**src/fstc_pkg.sv**
```systemverilog
`default_nettype none
// ----------------------------------------------------------------------------
// fstc_pkg - fan speed timer controller shared definitions
// Level, key and command codes, the classified operation word and the
// seven-segment helpers.
// ----------------------------------------------------------------------------
package fstc_pkg;

  // command field codes
  localparam logic [1:0] CMD_KEY    = 2'd0;
  localparam logic [1:0] CMD_TICK   = 2'd1;
  localparam logic [1:0] CMD_SERIAL = 2'd2;

  // drive levels, -3 .. +3
  localparam logic [7:0] LVL_M3   = 8'h00;
  localparam logic [7:0] LVL_M2   = 8'h20;
  localparam logic [7:0] LVL_M1   = 8'h40;
  localparam logic [7:0] LVL_IDLE = 8'h80;
  localparam logic [7:0] LVL_P1   = 8'hC0;
  localparam logic [7:0] LVL_P2   = 8'hE0;
  localparam logic [7:0] LVL_P3   = 8'hFF;

  // remote key codes
  localparam logic [7:0] KEY_POWER  = 8'h45;
  localparam logic [7:0] KEY_MODE   = 8'h46;
  localparam logic [7:0] KEY_DOWN_A = 8'h15;
  localparam logic [7:0] KEY_DOWN_B = 8'h40;
  localparam logic [7:0] KEY_UP_A   = 8'h09;
  localparam logic [7:0] KEY_UP_B   = 8'h43;
  localparam logic [7:0] KEY_CLEAR  = 8'h16;
  localparam logic [7:0] KEY_ADD10  = 8'h0c;
  localparam logic [7:0] KEY_ADD20  = 8'h18;
  localparam logic [7:0] KEY_ADD30  = 8'h5e;
  localparam logic [7:0] KEY_ADD40  = 8'h08;
  localparam logic [7:0] KEY_ADD50  = 8'h1c;
  localparam logic [7:0] KEY_ADD60  = 8'h5a;
  localparam logic [7:0] KEY_ADD70  = 8'h42;
  localparam logic [7:0] KEY_ADD80  = 8'h52;
  localparam logic [7:0] KEY_SET90  = 8'h4a;

  // time limits
  localparam logic [7:0] SER_MIN_MAX = 8'd99;
  localparam logic [7:0] SER_SEC_MAX = 8'd59;
  localparam logic [6:0] MIN_FULL    = 7'd90;
  localparam logic [5:0] SEC_WRAP    = 6'd59;
  localparam logic [7:0] TPS_RESET   = 8'd20;

  // segment codes
  localparam logic [6:0] SEG_MINUS = 7'h40;
  localparam logic [6:0] SEG_E     = 7'h79;

  typedef enum logic [3:0] {
    OP_NONE,
    OP_POWER,
    OP_MODE,
    OP_DOWN,
    OP_UP,
    OP_CLEAR,
    OP_ADD,
    OP_SET90,
    OP_TICK,
    OP_SERIAL
  } op_code_t;

  // one classified word, front to back
  typedef struct packed {
    op_code_t    op;
    logic [6:0]  add_min;     // minutes added by a digit key
    logic [6:0]  add_limit;   // add only while minutes <= this
    logic [7:0]  level;       // serial level
    logic [6:0]  minutes;     // serial minutes (valid if min_ok)
    logic [5:0]  seconds;     // serial seconds (valid if sec_ok)
    logic        min_ok;
    logic        sec_ok;
    logic        set_timing;
  } fstc_op_t;

  function automatic logic [6:0] seg_of(input logic [3:0] d);
    logic [6:0] s;
    case (d)
      4'd0:    s = 7'h3f;
      4'd1:    s = 7'h06;
      4'd2:    s = 7'h5b;
      4'd3:    s = 7'h4f;
      4'd4:    s = 7'h66;
      4'd5:    s = 7'h6d;
      4'd6:    s = 7'h7d;
      4'd7:    s = 7'h07;
      4'd8:    s = 7'h7f;
      4'd9:    s = 7'h6f;
      default: s = 7'h00;
    endcase
    return s;
  endfunction

  // split 0..99 into {tens, ones}
  function automatic logic [7:0] split_dec(input logic [6:0] v);
    logic [3:0] tens;
    logic [3:0] ones;
    tens = 4'd0;
    for (int i = 1; i <= 9; i++) begin
      if (v >= 7'(10 * i)) tens = 4'(i);
    end
    ones = 4'(v - 7'(tens) * 7'd10);
    return {tens, ones};
  endfunction

endpackage
`default_nettype wire

```
**src/fstc_ifs.sv**
```systemverilog
`default_nettype none
// ----------------------------------------------------------------------------
// fstc_ifs - fan speed timer controller channels
// Input event channel, result channel and tick reload write channel.
// ----------------------------------------------------------------------------
interface fstc_in_if;
  logic       valid;
  logic       ready;
  logic [1:0] cmd;
  logic [7:0] key_code;
  logic [7:0] key_inverse;
  logic [7:0] serial_level;
  logic [7:0] serial_minutes;
  logic [7:0] serial_seconds;

  modport source (output valid, cmd, key_code, key_inverse, serial_level,
                  serial_minutes, serial_seconds, input ready);
  modport sink   (input valid, cmd, key_code, key_inverse, serial_level,
                  serial_minutes, serial_seconds, output ready);
endinterface

interface fstc_out_if;
  logic       valid;
  logic       ready;
  logic [7:0] drive_level;
  logic [6:0] minutes_left;
  logic [5:0] seconds_left;
  logic       fan_running;
  logic       timer_active;
  logic [6:0] seg_level_sign;
  logic [6:0] seg_level_digit;
  logic [6:0] seg_min_tens;
  logic [6:0] seg_min_ones;
  logic [6:0] seg_sec_tens;
  logic [6:0] seg_sec_ones;

  modport source (output valid, drive_level, minutes_left, seconds_left, fan_running,
                  timer_active, seg_level_sign, seg_level_digit, seg_min_tens,
                  seg_min_ones, seg_sec_tens, seg_sec_ones, input ready);
  modport sink   (input valid, drive_level, minutes_left, seconds_left, fan_running,
                  timer_active, seg_level_sign, seg_level_digit, seg_min_tens,
                  seg_min_ones, seg_sec_tens, seg_sec_ones, output ready);
endinterface

interface fstc_cfg_if;
  logic       valid;
  logic       ready;
  logic [7:0] data;

  modport source (output valid, data, input ready);
  modport sink   (input valid, data, output ready);
endinterface
`default_nettype wire

```
**src/fan_speed_timer_controller.sv**
```systemverilog
`default_nettype none
// ----------------------------------------------------------------------------
// fan_speed_timer_controller - fan drive level and countdown controller
// Takes remote key, timer tick and serial set events and returns one
// status word with level, time, flags and display codes per event.
// ----------------------------------------------------------------------------
// Every accepted input word (remote key, base tick or serial set) yields
// exactly one result word, in order. The block takes one input word per
// clock and returns one result per clock for as long as the result side
// keeps ready high; a result word passes through the queue slot, written
// when its input is taken, and then the executor's output register before
// it is offered. The queue is QUEUE_DEPTH words deep, so the input side
// stays ready for that many words while the result side is stalled. The
// tick reload (cfg) is to be written only while the block is idle; the
// block itself does not enforce this. It takes effect at the next
// prescaler rollover and resets to 20.
// ----------------------------------------------------------------------------
module fan_speed_timer_controller #(
  parameter int QUEUE_DEPTH = 2
) (
  input  logic        clk,
  input  logic        rst_n,
  fstc_in_if.sink     in_bus,
  fstc_out_if.source  out_bus,
  fstc_cfg_if.sink    cfg_bus
);
  import fstc_pkg::*;

  // ticks per countdown second, reload value of the prescaler
  logic [7:0] tps_r;

  logic     push_valid, push_ready;
  fstc_op_t push_op;
  logic     pop_valid, pop_ready;
  fstc_op_t pop_op;

  // config writes are always taken
  assign cfg_bus.ready = 1'b1;

  always_ff @(posedge clk) begin
    if (!rst_n) begin
      tps_r <= TPS_RESET;
    end else if (cfg_bus.valid) begin
      tps_r <= cfg_bus.data;
    end
  end

  // front: key check and decode into an operation word
  fstc_front u_front (
    .in_bus     (in_bus),
    .push_valid (push_valid),
    .push_ready (push_ready),
    .push_op    (push_op)
  );

  // queue decouples the classifier from the executor
  fstc_queue #(
    .DEPTH (QUEUE_DEPTH)
  ) u_queue (
    .clk        (clk),
    .rst_n      (rst_n),
    .push_valid (push_valid),
    .push_ready (push_ready),
    .push_op    (push_op),
    .pop_valid  (pop_valid),
    .pop_ready  (pop_ready),
    .pop_op     (pop_op)
  );

  // back: state update, display encode, output register
  fstc_back u_back (
    .clk         (clk),
    .rst_n       (rst_n),
    .tick_reload (tps_r),
    .pop_valid   (pop_valid),
    .pop_ready   (pop_ready),
    .pop_op      (pop_op),
    .out_bus     (out_bus)
  );

endmodule
`default_nettype wire

```
**src/fstc_front.sv**
```systemverilog
`default_nettype none
// ----------------------------------------------------------------------------
// fstc_front - event classifier
// Checks remote keys, decodes them into operations and prequalifies
// serial set commands before they enter the queue.
// ----------------------------------------------------------------------------
module fstc_front (
  fstc_in_if.sink          in_bus,
  output logic             push_valid,
  input  logic             push_ready,
  output fstc_pkg::fstc_op_t push_op
);
  import fstc_pkg::*;

  logic       key_ok;
  logic [3:0] tens_n;

  assign key_ok       = (in_bus.key_inverse == ~in_bus.key_code);
  assign in_bus.ready = push_ready;
  assign push_valid   = in_bus.valid;

  always_comb begin
    push_op            = '0;
    push_op.op         = OP_NONE;
    tens_n             = 4'd0;
    push_op.level      = in_bus.serial_level;
    push_op.minutes    = in_bus.serial_minutes[6:0];
    push_op.seconds    = in_bus.serial_seconds[5:0];
    push_op.min_ok     = (in_bus.serial_minutes <= SER_MIN_MAX);
    push_op.sec_ok     = (in_bus.serial_seconds <= SER_SEC_MAX);
    push_op.set_timing = (in_bus.serial_minutes != 8'd0) || (in_bus.serial_seconds != 8'd0);

    unique case (in_bus.cmd)
      CMD_KEY: begin
        if (key_ok) begin
          unique case (in_bus.key_code)
            KEY_POWER:            push_op.op = OP_POWER;
            KEY_MODE:             push_op.op = OP_MODE;
            KEY_DOWN_A, KEY_DOWN_B: push_op.op = OP_DOWN;
            KEY_UP_A, KEY_UP_B:   push_op.op = OP_UP;
            KEY_CLEAR:            push_op.op = OP_CLEAR;
            KEY_SET90:            push_op.op = OP_SET90;
            KEY_ADD10: begin push_op.op = OP_ADD; tens_n = 4'd1; end
            KEY_ADD20: begin push_op.op = OP_ADD; tens_n = 4'd2; end
            KEY_ADD30: begin push_op.op = OP_ADD; tens_n = 4'd3; end
            KEY_ADD40: begin push_op.op = OP_ADD; tens_n = 4'd4; end
            KEY_ADD50: begin push_op.op = OP_ADD; tens_n = 4'd5; end
            KEY_ADD60: begin push_op.op = OP_ADD; tens_n = 4'd6; end
            KEY_ADD70: begin push_op.op = OP_ADD; tens_n = 4'd7; end
            KEY_ADD80: begin push_op.op = OP_ADD; tens_n = 4'd8; end
            default:              push_op.op = OP_NONE;
          endcase
        end
      end
      CMD_TICK:   push_op.op = OP_TICK;
      CMD_SERIAL: push_op.op = OP_SERIAL;
      default:    push_op.op = OP_NONE;
    endcase

    push_op.add_min   = 7'(tens_n) * 7'd10;
    push_op.add_limit = MIN_FULL - 7'(tens_n) * 7'd10;
  end

endmodule
`default_nettype wire

```
**src/fstc_queue.sv**
```systemverilog
`default_nettype none
// ----------------------------------------------------------------------------
// fstc_queue - operation queue
// Small register FIFO between classifier and executor.
// ----------------------------------------------------------------------------
module fstc_queue #(
  parameter int DEPTH = 2
) (
  input  logic               clk,
  input  logic               rst_n,
  input  logic               push_valid,
  output logic               push_ready,
  input  fstc_pkg::fstc_op_t push_op,
  output logic               pop_valid,
  input  logic               pop_ready,
  output fstc_pkg::fstc_op_t pop_op
);
  import fstc_pkg::*;

  localparam int AW = (DEPTH > 1) ? $clog2(DEPTH) : 1;
  localparam int CW = $clog2(DEPTH + 1);

  fstc_op_t          slot_r [DEPTH];
  logic [AW-1:0]     wptr_r, wptr_nxt;
  logic [AW-1:0]     rptr_r, rptr_nxt;
  logic [CW-1:0]     count_r, count_nxt;
  logic              do_push, do_pop;

  assign push_ready = (count_r != CW'(DEPTH));
  assign pop_valid  = (count_r != '0);
  assign pop_op     = slot_r[rptr_r];
  assign do_push    = push_valid && push_ready;
  assign do_pop     = pop_valid && pop_ready;

  always_comb begin
    wptr_nxt  = wptr_r;
    rptr_nxt  = rptr_r;
    count_nxt = count_r;
    if (do_push) begin
      wptr_nxt = (wptr_r == AW'(DEPTH - 1)) ? '0 : wptr_r + AW'(1);
    end
    if (do_pop) begin
      rptr_nxt = (rptr_r == AW'(DEPTH - 1)) ? '0 : rptr_r + AW'(1);
    end
    if (do_push && !do_pop) begin
      count_nxt = count_r + CW'(1);
    end else if (do_pop && !do_push) begin
      count_nxt = count_r - CW'(1);
    end
  end

  always_ff @(posedge clk) begin
    if (!rst_n) begin
      wptr_r  <= '0;
      rptr_r  <= '0;
      count_r <= '0;
    end else begin
      wptr_r  <= wptr_nxt;
      rptr_r  <= rptr_nxt;
      count_r <= count_nxt;
    end
  end

  always_ff @(posedge clk) begin
    if (do_push) begin
      slot_r[wptr_r] <= push_op;
    end
  end

endmodule
`default_nettype wire

```
**src/fstc_back.sv**
```systemverilog
`default_nettype none
// ----------------------------------------------------------------------------
// fstc_back - operation executor
// Holds fan and timer state, applies one queued operation per cycle while
// the output is drained and registers the result word with its display codes.
// ----------------------------------------------------------------------------
module fstc_back (
  input  logic               clk,
  input  logic               rst_n,
  input  logic [7:0]         tick_reload,
  input  logic               pop_valid,
  output logic               pop_ready,
  input  fstc_pkg::fstc_op_t pop_op,
  fstc_out_if.source         out_bus
);
  import fstc_pkg::*;

  typedef struct packed {
    logic [7:0] level;
    logic [6:0] minutes;
    logic [5:0] seconds;
    logic       running;
    logic       timing;
    logic [6:0] seg_sign;
    logic [6:0] seg_digit;
    logic [6:0] seg_mt;
    logic [6:0] seg_mo;
    logic [6:0] seg_st;
    logic [6:0] seg_so;
  } res_t;

  logic       running_r, running_nxt;
  logic       timing_r, timing_nxt;
  logic [7:0] level_r, level_nxt;
  logic [6:0] minutes_r, minutes_nxt;
  logic [5:0] seconds_r, seconds_nxt;
  logic [7:0] presc_r, presc_nxt;
  logic       out_valid_r;
  res_t       res_r, res_nxt;
  logic [7:0] presc_dec;
  logic [7:0] min_dec, sec_dec;
  logic       take;

  // output stage refills when empty or being drained
  assign pop_ready = !out_valid_r || out_bus.ready;
  assign take      = pop_valid && pop_ready;
  assign presc_dec = presc_r - 8'd1;

  function automatic logic [7:0] mirror(input logic [7:0] l);
    logic [7:0] r;
    case (l)
      LVL_M3:  r = LVL_P3;
      LVL_M2:  r = LVL_P2;
      LVL_M1:  r = LVL_P1;
      LVL_P1:  r = LVL_M1;
      LVL_P2:  r = LVL_M2;
      LVL_P3:  r = LVL_M3;
      default: r = l;
    endcase
    return r;
  endfunction

  function automatic logic [7:0] step_down(input logic [7:0] l);
    logic [7:0] r;
    case (l)
      LVL_M3:  r = LVL_M2;
      LVL_M2:  r = LVL_M1;
      LVL_M1:  r = LVL_IDLE;
      LVL_P1:  r = LVL_IDLE;
      LVL_P2:  r = LVL_P1;
      LVL_P3:  r = LVL_P2;
      default: r = l;
    endcase
    return r;
  endfunction

  function automatic logic [7:0] step_up(input logic [7:0] l);
    logic [7:0] r;
    case (l)
      LVL_M2:   r = LVL_M3;
      LVL_M1:   r = LVL_M2;
      LVL_IDLE: r = LVL_P1;
      LVL_P1:   r = LVL_P2;
      LVL_P2:   r = LVL_P3;
      default:  r = l;
    endcase
    return r;
  endfunction

  always_comb begin
    logic [7:0] lvl_tmp;
    running_nxt = running_r;
    timing_nxt  = timing_r;
    level_nxt   = level_r;
    minutes_nxt = minutes_r;
    seconds_nxt = seconds_r;
    presc_nxt   = presc_r;
    lvl_tmp     = level_r;

    if (take) begin
      unique case (pop_op.op)
        OP_POWER: begin
          if (!running_r) begin
            running_nxt = 1'b1;
            level_nxt   = LVL_P1;
          end else begin
            running_nxt = 1'b0;
            level_nxt   = LVL_IDLE;
            minutes_nxt = '0;
            seconds_nxt = '0;
          end
          timing_nxt = 1'b0;
        end
        OP_MODE: level_nxt = mirror(level_r);
        OP_DOWN: begin
          if (running_r) level_nxt = step_down(level_r);
        end
        OP_UP: begin
          if (!running_r) begin
            running_nxt = 1'b1;
            timing_nxt  = 1'b0;
            lvl_tmp     = LVL_P1;
          end
          level_nxt = step_up(lvl_tmp);
        end
        OP_CLEAR: begin
          minutes_nxt = '0;
          seconds_nxt = '0;
          timing_nxt  = 1'b0;
        end
        OP_ADD: begin
          if (minutes_r <= pop_op.add_limit) begin
            minutes_nxt = minutes_r + pop_op.add_min;
            seconds_nxt = '0;
          end
          running_nxt = 1'b1;
          timing_nxt  = 1'b1;
        end
        OP_SET90: begin
          minutes_nxt = MIN_FULL;
          seconds_nxt = '0;
          running_nxt = 1'b1;
          timing_nxt  = 1'b1;
        end
        OP_TICK: begin
          if (presc_dec != 8'd0) begin
            presc_nxt = presc_dec;
          end else begin
            presc_nxt = tick_reload;
            if (timing_r) begin
              if (!running_r) begin
                minutes_nxt = '0;
                seconds_nxt = '0;
                timing_nxt  = 1'b0;
              end else if (seconds_r != '0) begin
                seconds_nxt = seconds_r - 6'd1;
              end else if (minutes_r == '0) begin
                running_nxt = 1'b0;
              end else begin
                seconds_nxt = SEC_WRAP;
                minutes_nxt = minutes_r - 7'd1;
              end
            end
          end
        end
        OP_SERIAL: begin
          level_nxt   = pop_op.level;
          running_nxt = (pop_op.level != LVL_IDLE);
          if (pop_op.min_ok)     minutes_nxt = pop_op.minutes;
          if (pop_op.sec_ok)     seconds_nxt = pop_op.seconds;
          if (pop_op.set_timing) timing_nxt  = 1'b1;
        end
        default: ;
      endcase

      // a stopped fan always shows idle and zero time
      if (!running_nxt) begin
        level_nxt   = LVL_IDLE;
        minutes_nxt = '0;
        seconds_nxt = '0;
      end
    end
  end

  // result word from the updated state
  assign min_dec = split_dec(minutes_nxt);
  assign sec_dec = split_dec({1'b0, seconds_nxt});

  always_comb begin
    res_nxt         = '0;
    res_nxt.level   = level_nxt;
    res_nxt.minutes = minutes_nxt;
    res_nxt.seconds = seconds_nxt;
    res_nxt.running = running_nxt;
    res_nxt.timing  = timing_nxt;
    res_nxt.seg_mt  = seg_of(min_dec[7:4]);
    res_nxt.seg_mo  = seg_of(min_dec[3:0]);
    res_nxt.seg_st  = seg_of(sec_dec[7:4]);
    res_nxt.seg_so  = seg_of(sec_dec[3:0]);
    if (!running_nxt) begin
      res_nxt.seg_sign  = seg_of(4'd0);
      res_nxt.seg_digit = seg_of(4'd0);
    end else begin
      case (level_nxt)
        LVL_M3:   begin res_nxt.seg_sign = SEG_MINUS;  res_nxt.seg_digit = seg_of(4'd3); end
        LVL_M2:   begin res_nxt.seg_sign = SEG_MINUS;  res_nxt.seg_digit = seg_of(4'd2); end
        LVL_M1:   begin res_nxt.seg_sign = SEG_MINUS;  res_nxt.seg_digit = seg_of(4'd1); end
        LVL_IDLE: begin res_nxt.seg_sign = seg_of(4'd0); res_nxt.seg_digit = seg_of(4'd0); end
        LVL_P1:   begin res_nxt.seg_sign = seg_of(4'd0); res_nxt.seg_digit = seg_of(4'd1); end
        LVL_P2:   begin res_nxt.seg_sign = seg_of(4'd0); res_nxt.seg_digit = seg_of(4'd2); end
        LVL_P3:   begin res_nxt.seg_sign = seg_of(4'd0); res_nxt.seg_digit = seg_of(4'd3); end
        default:  begin res_nxt.seg_sign = SEG_E;        res_nxt.seg_digit = SEG_E;        end
      endcase
    end
  end

  always_ff @(posedge clk) begin
    if (!rst_n) begin
      running_r   <= 1'b0;
      timing_r    <= 1'b0;
      level_r     <= LVL_IDLE;
      minutes_r   <= '0;
      seconds_r   <= '0;
      presc_r     <= TPS_RESET;
      out_valid_r <= 1'b0;
    end else begin
      running_r <= running_nxt;
      timing_r  <= timing_nxt;
      level_r   <= level_nxt;
      minutes_r <= minutes_nxt;
      seconds_r <= seconds_nxt;
      presc_r   <= presc_nxt;
      if (take) begin
        out_valid_r <= 1'b1;
      end else if (out_bus.ready) begin
        out_valid_r <= 1'b0;
      end
    end
  end

  always_ff @(posedge clk) begin
    if (take) begin
      res_r <= res_nxt;
    end
  end

  assign out_bus.valid           = out_valid_r;
  assign out_bus.drive_level     = res_r.level;
  assign out_bus.minutes_left    = res_r.minutes;
  assign out_bus.seconds_left    = res_r.seconds;
  assign out_bus.fan_running     = res_r.running;
  assign out_bus.timer_active    = res_r.timing;
  assign out_bus.seg_level_sign  = res_r.seg_sign;
  assign out_bus.seg_level_digit = res_r.seg_digit;
  assign out_bus.seg_min_tens    = res_r.seg_mt;
  assign out_bus.seg_min_ones    = res_r.seg_mo;
  assign out_bus.seg_sec_tens    = res_r.seg_st;
  assign out_bus.seg_sec_ones    = res_r.seg_so;

endmodule
`default_nettype wire

```
**src/flat_wrapper.sv**
```systemverilog
// flat-port wrapper written by rule: the top's interface ports become plain ports
module fan_speed_timer_controller_flat import fstc_pkg::*;
#(
  parameter int QUEUE_DEPTH = 2
)
  (clk, rst_n, in_bus_valid, in_bus_cmd, in_bus_key_code, in_bus_key_inverse, in_bus_serial_level, in_bus_serial_minutes, in_bus_serial_seconds, in_bus_ready, out_bus_valid, out_bus_drive_level, out_bus_minutes_left, out_bus_seconds_left, out_bus_fan_running, out_bus_timer_active, out_bus_seg_level_sign, out_bus_seg_level_digit, out_bus_seg_min_tens, out_bus_seg_min_ones, out_bus_seg_sec_tens, out_bus_seg_sec_ones, out_bus_ready, cfg_bus_valid, cfg_bus_data, cfg_bus_ready);
  fstc_in_if in_bus_i ();
  fstc_out_if out_bus_i ();
  fstc_cfg_if cfg_bus_i ();
  input  logic clk;
  input  logic rst_n;
  input wire logic [$bits(in_bus_i.valid)-1:0] in_bus_valid;
  input wire logic [$bits(in_bus_i.cmd)-1:0] in_bus_cmd;
  input wire logic [$bits(in_bus_i.key_code)-1:0] in_bus_key_code;
  input wire logic [$bits(in_bus_i.key_inverse)-1:0] in_bus_key_inverse;
  input wire logic [$bits(in_bus_i.serial_level)-1:0] in_bus_serial_level;
  input wire logic [$bits(in_bus_i.serial_minutes)-1:0] in_bus_serial_minutes;
  input wire logic [$bits(in_bus_i.serial_seconds)-1:0] in_bus_serial_seconds;
  output wire logic [$bits(in_bus_i.ready)-1:0] in_bus_ready;
  output wire logic [$bits(out_bus_i.valid)-1:0] out_bus_valid;
  output wire logic [$bits(out_bus_i.drive_level)-1:0] out_bus_drive_level;
  output wire logic [$bits(out_bus_i.minutes_left)-1:0] out_bus_minutes_left;
  output wire logic [$bits(out_bus_i.seconds_left)-1:0] out_bus_seconds_left;
  output wire logic [$bits(out_bus_i.fan_running)-1:0] out_bus_fan_running;
  output wire logic [$bits(out_bus_i.timer_active)-1:0] out_bus_timer_active;
  output wire logic [$bits(out_bus_i.seg_level_sign)-1:0] out_bus_seg_level_sign;
  output wire logic [$bits(out_bus_i.seg_level_digit)-1:0] out_bus_seg_level_digit;
  output wire logic [$bits(out_bus_i.seg_min_tens)-1:0] out_bus_seg_min_tens;
  output wire logic [$bits(out_bus_i.seg_min_ones)-1:0] out_bus_seg_min_ones;
  output wire logic [$bits(out_bus_i.seg_sec_tens)-1:0] out_bus_seg_sec_tens;
  output wire logic [$bits(out_bus_i.seg_sec_ones)-1:0] out_bus_seg_sec_ones;
  input wire logic [$bits(out_bus_i.ready)-1:0] out_bus_ready;
  input wire logic [$bits(cfg_bus_i.valid)-1:0] cfg_bus_valid;
  input wire logic [$bits(cfg_bus_i.data)-1:0] cfg_bus_data;
  output wire logic [$bits(cfg_bus_i.ready)-1:0] cfg_bus_ready;
  assign in_bus_i.valid = in_bus_valid;
  assign in_bus_i.cmd = in_bus_cmd;
  assign in_bus_i.key_code = in_bus_key_code;
  assign in_bus_i.key_inverse = in_bus_key_inverse;
  assign in_bus_i.serial_level = in_bus_serial_level;
  assign in_bus_i.serial_minutes = in_bus_serial_minutes;
  assign in_bus_i.serial_seconds = in_bus_serial_seconds;
  assign in_bus_ready = in_bus_i.ready;
  assign out_bus_valid = out_bus_i.valid;
  assign out_bus_drive_level = out_bus_i.drive_level;
  assign out_bus_minutes_left = out_bus_i.minutes_left;
  assign out_bus_seconds_left = out_bus_i.seconds_left;
  assign out_bus_fan_running = out_bus_i.fan_running;
  assign out_bus_timer_active = out_bus_i.timer_active;
  assign out_bus_seg_level_sign = out_bus_i.seg_level_sign;
  assign out_bus_seg_level_digit = out_bus_i.seg_level_digit;
  assign out_bus_seg_min_tens = out_bus_i.seg_min_tens;
  assign out_bus_seg_min_ones = out_bus_i.seg_min_ones;
  assign out_bus_seg_sec_tens = out_bus_i.seg_sec_tens;
  assign out_bus_seg_sec_ones = out_bus_i.seg_sec_ones;
  assign out_bus_i.ready = out_bus_ready;
  assign cfg_bus_i.valid = cfg_bus_valid;
  assign cfg_bus_i.data = cfg_bus_data;
  assign cfg_bus_ready = cfg_bus_i.ready;
  fan_speed_timer_controller #(.QUEUE_DEPTH(QUEUE_DEPTH)) u_core (.clk(clk), .rst_n(rst_n), .in_bus(in_bus_i), .out_bus(out_bus_i), .cfg_bus(cfg_bus_i));
endmodule
```
**config.mk**
```make
export PLATFORM = sky130hd
export DESIGN_NAME = fan_speed_timer_controller_flat
export DESIGN_NICKNAME = d
export VERILOG_FILES = /design/src/fstc_pkg.sv /design/src/fstc_ifs.sv /design/src/fan_speed_timer_controller.sv /design/src/fstc_front.sv /design/src/fstc_queue.sv /design/src/fstc_back.sv /design/src/flat_wrapper.sv
export SDC_FILE = /design/constraint.sdc
export NUM_CORES = 1
export LEC_CHECK = 0
export ABC_AREA = 0
export BUFFER_PORTS_ARGS = -buffer_cell sky130_fd_sc_hd__buf_2
export CORE_ASPECT_RATIO = 0.7
export CORE_UTILIZATION = 56
export CTS_BUF_LIST = sky130_fd_sc_hd__clkbuf_8
export DETAILED_ROUTE_END_ITERATION = 10
export PLACE_DENSITY = 0.78
export SLEW_MARGIN = 20
export SYNTH_ARGS = -nofsm -noshare
export SYNTH_HDL_FRONTEND = slang
export SYNTH_HIERARCHICAL = 1
export SYNTH_SLANG_ARGS = --single-unit
```
**constraint.sdc**
```tcl
create_clock -name clk -period 4.9 [get_ports clk]
set_input_delay 0.735 -clock clk [delete_from_list [all_inputs] [get_ports clk]]
set_output_delay 0.735 -clock clk [all_outputs]
set_load 0.01 [all_outputs]
```
==> results.md <==
- GRT Overall Usage: 27.6%
- Post-Synthesis Cells: 1096
- Yosys warns: 6
- Setup violations, final: 2
- Antenna violations before repair: 0
- Most common library cells after synthesis: edfxtp_1, nor2_1, nand2_1
- # fillers: 1453
- Total detailed-routing wirelength: 29400 microns
- Arr. time, crit path: 5.14 ns
- Critical Path Sink Type: flip-flop
- Endpoints failing hold: 0
- Die Wd: 172 microns
- Layout cells sized above 1: 34.5%
- Worst Hold Class: input pin to flip-flop
- Mapped Area: 0.0114 sq mm
- CP most frequent cell: mux2_4
- Slowest stage delay, CP: 0.39 ns
- Boundary pin count: 123
- Most frequent cell after synthesis: edfxtp_1
- Post-synthesis cell type count: 106
- CP top delay family: compound AO/OA/AOI/OAI gates
- Final period utilization: 101%
- Slew Viols, Final: 0
- Minimum clock period: 4.93 ns
- Power, Total: 7.43 mW
- CP max-delay cell: dfxtp_4
- Worst setup SP type: flip-flop
- # diodes: 0
- Vias per cell: 5.95
- RSZ-0062 raised after global routing: yes
- CTS max path bufs: 2
- #FFs+latches synth: 189
- Peak supply drop: 332 uV
- Pwr/cell area: 537 mW/mm^2
- CTS Buf Count: 17
- Reg power frac: 32.3%
- Crit path kind: flip-flop to flip-flop
- Vias in the first global route: 8520
- Full die area: 0.0209 sq mm
- Iteration count of the initial detailed-routing pass: 5
- Critical-path cell list: clkbuf_16 > mux2_4 > inv_1 > ha_1 > nand4_1 > or2_4 > o31ai_4 > mux2_4 > a221oi_4 > o21a_2 > inv_4 > a22oi_2 > o22ai_1 > nor3_2 > mux2_4 > ha_4 > inv_2 > fa_2 > xnor2_2 > nor3_2 > buf_4 > o21ai_0 > o311ai_2
- Pleak: 5.34 nW
- Layout area overhead: 21.6%
- Total of max-cap violations: 0
- # rows: 43
- Htree depth: 4
- Area of the multi-input gates: 0.00600 sq mm
- Largest net degree at the start of global routing: 43
- Required time worst endpoint: 5.11 ns
- P_sw: 3.02 mW
- Clk slew on worst S/H paths: 0.11 ns
- Skew final: 0.0180 ns
- GR Overflow Total: 0
- Sw Share: 40.6%
- Initial DRC count: 913
- Drt drc: 0
- Routability cong.: 1.00
- Layout net count: 1404
- DRT antenna net count: 0
- CTS tree: yes
- Vias: 9380
- R2R setup slack: -0.03 ns
- Violated checks: negative setup slack
- Clk_lat worst skew: 0.47 ns
- Post-DP HPWL: 21000 microns
- Worst-path maximum fanout: 6
- Sequential share of the synthesized area: 45.9%
- Register area: 0.00523 sq mm
- Maximum clock rate: 203 MHz
- Tightest Pin Transition: 1.05 ns
- Setup TNS: -0.0355 ns
- Yosys top cell by area: edfxtp_1
- First-pass GRT wire length: 44300 microns
- Relative slew slack: 29.4%
- EDFF count, synth: 144
- Core Footprint: 0.0199 sq mm
- DIE HEIGHT: 121 microns
- Largest cells by area after synthesis: edfxtp_1, dfxtp_1, ha_1
- Synthesized area per cell: 10.4 sq um
- Initial Utilization: 57.4%
- CTS Sinks: 189
- Clock Power Share: 14.2%
- Async set or reset register ratio after synthesis: 0%
- PortBufs: 121
- Per-cell routed wire length: 18.6 microns
- Final setup margin: -0.0272 ns
- Internal: 4.42 mW
- Ys flop type: edfxtp_1
- Comb pwr share: 53.5%
- Status: finished with violations
- Root buf cell: clkbuf_8
- CP Buf/Inv Count: 5
- Yosys top cell area share: 38.0%
logic make-up after synthesis:
| family | Yosys count | share of synthesized area, % |
|---|---|---|
| buffers and inverters | 130 | 5.74 |
| XOR/XNOR | 32 | 2.91 |
| other | 2 | 0.0659 |
| AND/OR/NAND/NOR | 346 | 16.7 |
| adder cells (fa/ha/maj) | 56 | 6.39 |
| multiplexers | 65 | 6.19 |
| flip-flops | 189 | 45.9 |
| AO/OA/AOI/OAI | 276 | 16.2 |
registers in the layout (all words and copies together), names as in the netlist, 2 cells and up, named ones only:
| signal | cells |
|---|---|
| u_core/u_back/out_bus.seg_sec_tens | 7 |
| u_core/u_back/seconds_r | 6 |
| u_core/u_back/out_bus.seg_min_tens | 7 |
| u_core/u_back/out_bus.drive_level | 8 |
| u_core/u_back/level_r | 8 |
| u_core/u_back/out_bus.minutes_left | 7 |
| u_core/u_queue/count_r | 2 |
| u_core/u_queue/slot_r | 84 |
| u_core/u_back/minutes_r | 7 |
| u_core/u_back/out_bus.seg_level_digit | 6 |
| u_core/tps_r | 8 |
| u_core/u_back/out_bus.seg_sec_ones | 7 |
| u_core/u_back/out_bus.seg_min_ones | 7 |
| u_core/u_back/out_bus.seg_level_sign | 3 |
| u_core/u_back/presc_r | 8 |
| u_core/u_back/out_bus.seconds_left | 6 |
layout by cell type, fill, tap and decap left out, drive strengths merged, types with 9 or more instances in the layout:
cell / n
a211oi: 11
a21oi: 69
a22oi: 9
a31oi: 12
and2: 21
buf: 251
clkbuf: 18
dfxtp: 45
edfxtp: 144
ha: 51
inv: 61
mux2: 44
mux2i: 21
nand2: 75
nand2b: 11
nand3: 22
nand4: 10
nor2: 86
nor2b: 19
nor3: 24
nor4: 10
o21a: 10
o21ai: 74
o31ai: 9
or2: 11
or3: 16
xnor2: 21
xor2: 11
worst register-to-register path: stages (launching register included):
cell and delay [ns]:
dfxtp_4 0.39, clkbuf_16 0.17, mux2_4 0.20, inv_1 0.04
ha_1 0.26, nand4_1 0.23, or2_4 0.35, o31ai_4 0.07
mux2_4 0.34, a221oi_4 0.24, o21a_2 0.25, inv_4 0.07
a22oi_2 0.16, o22ai_1 0.11, nor3_2 0.23, mux2_4 0.21
ha_4 0.12, inv_2 0.03, fa_2 0.34, xnor2_2 0.24
nor3_2 0.11, buf_4 0.15, o21ai_0 0.23, o311ai_2 0.15
layout make-up:
| class | count | area share (%) |
|---|---|---|
| clock buffers | 17 | 1.69 |
| inverters | 55 | 1.53 |
| clock inverters | 14 | 1.15 |
| multi-input cells | 779 | 43.3 |
| well taps | 270 | 2.44 |
| flip-flops and latches | 189 | 37.8 |
| repair buffers | 252 | 12.1 |
layer usage:
layer / global-route usage, % / vias to the layer above / share of wire (%)
li1: - / 4420 / -
met1: 41.5 / 4520 / 47
met2: 39.9 / 414 / 43
met3: 6.91 / 26 / 8.5
met4: 5.37 / 0 / 0.76
met5: 0 / - / 0
power by group through the flow:
stage | clock network (mW) | registers [mW] | logic (mW)
global route | 1.13 | 2.43 | 4.30
global placement | 0 | 2.41 | 3.43
finish | 1.05 | 2.40 | 3.98
CTS | 1.07 | 2.39 | 3.58
floorplan | 0 | 2.50 | 2.25
detailed placement | 0 | 2.43 | 3.51
what timing repair did:
action                     in CTS  in global routing
cloned                          1                  1
setup buffers                   3                 19
pin swaps                       5                 30
hold endpoints to repair        0                  0
hold buffers                    0                  0
setup endpoints to repair      14                 14
gates resized for setup        11                102
stage by stage:
step	hold slack, ns	instances	area [sq um]	utilization (%)	worst slack (ns)
finish	0.459	1576	13900	69.8	-0.0272
global route	0.436	1576	13900	69.8	-0.202
CTS	0.441	1558	13300	66.9	0.0153
detailed placement	0.481	1523	12800	64.4	-0.255
global placement	0.482	1523	12800	64.4	-0.151
floorplan	0.441	1097	11500	-	0.00676
final timing paths:
kind / startpoint / to / cells past startpoint
worst max register to register: flip-flop / u_core/u_back/out_bus.seg_min_ones[0] / 23
worst min register to register: u_core/tps_r[4] / u_core/tps_r[4] / 2
worst min-delay path: in_bus_serial_level[6] / u_core/u_queue/slot_r[0][22] / 1
worst max-delay path: flip-flop / u_core/u_back/out_bus.seg_min_ones[0] / 23
Power figures use the tool's default switching activity.
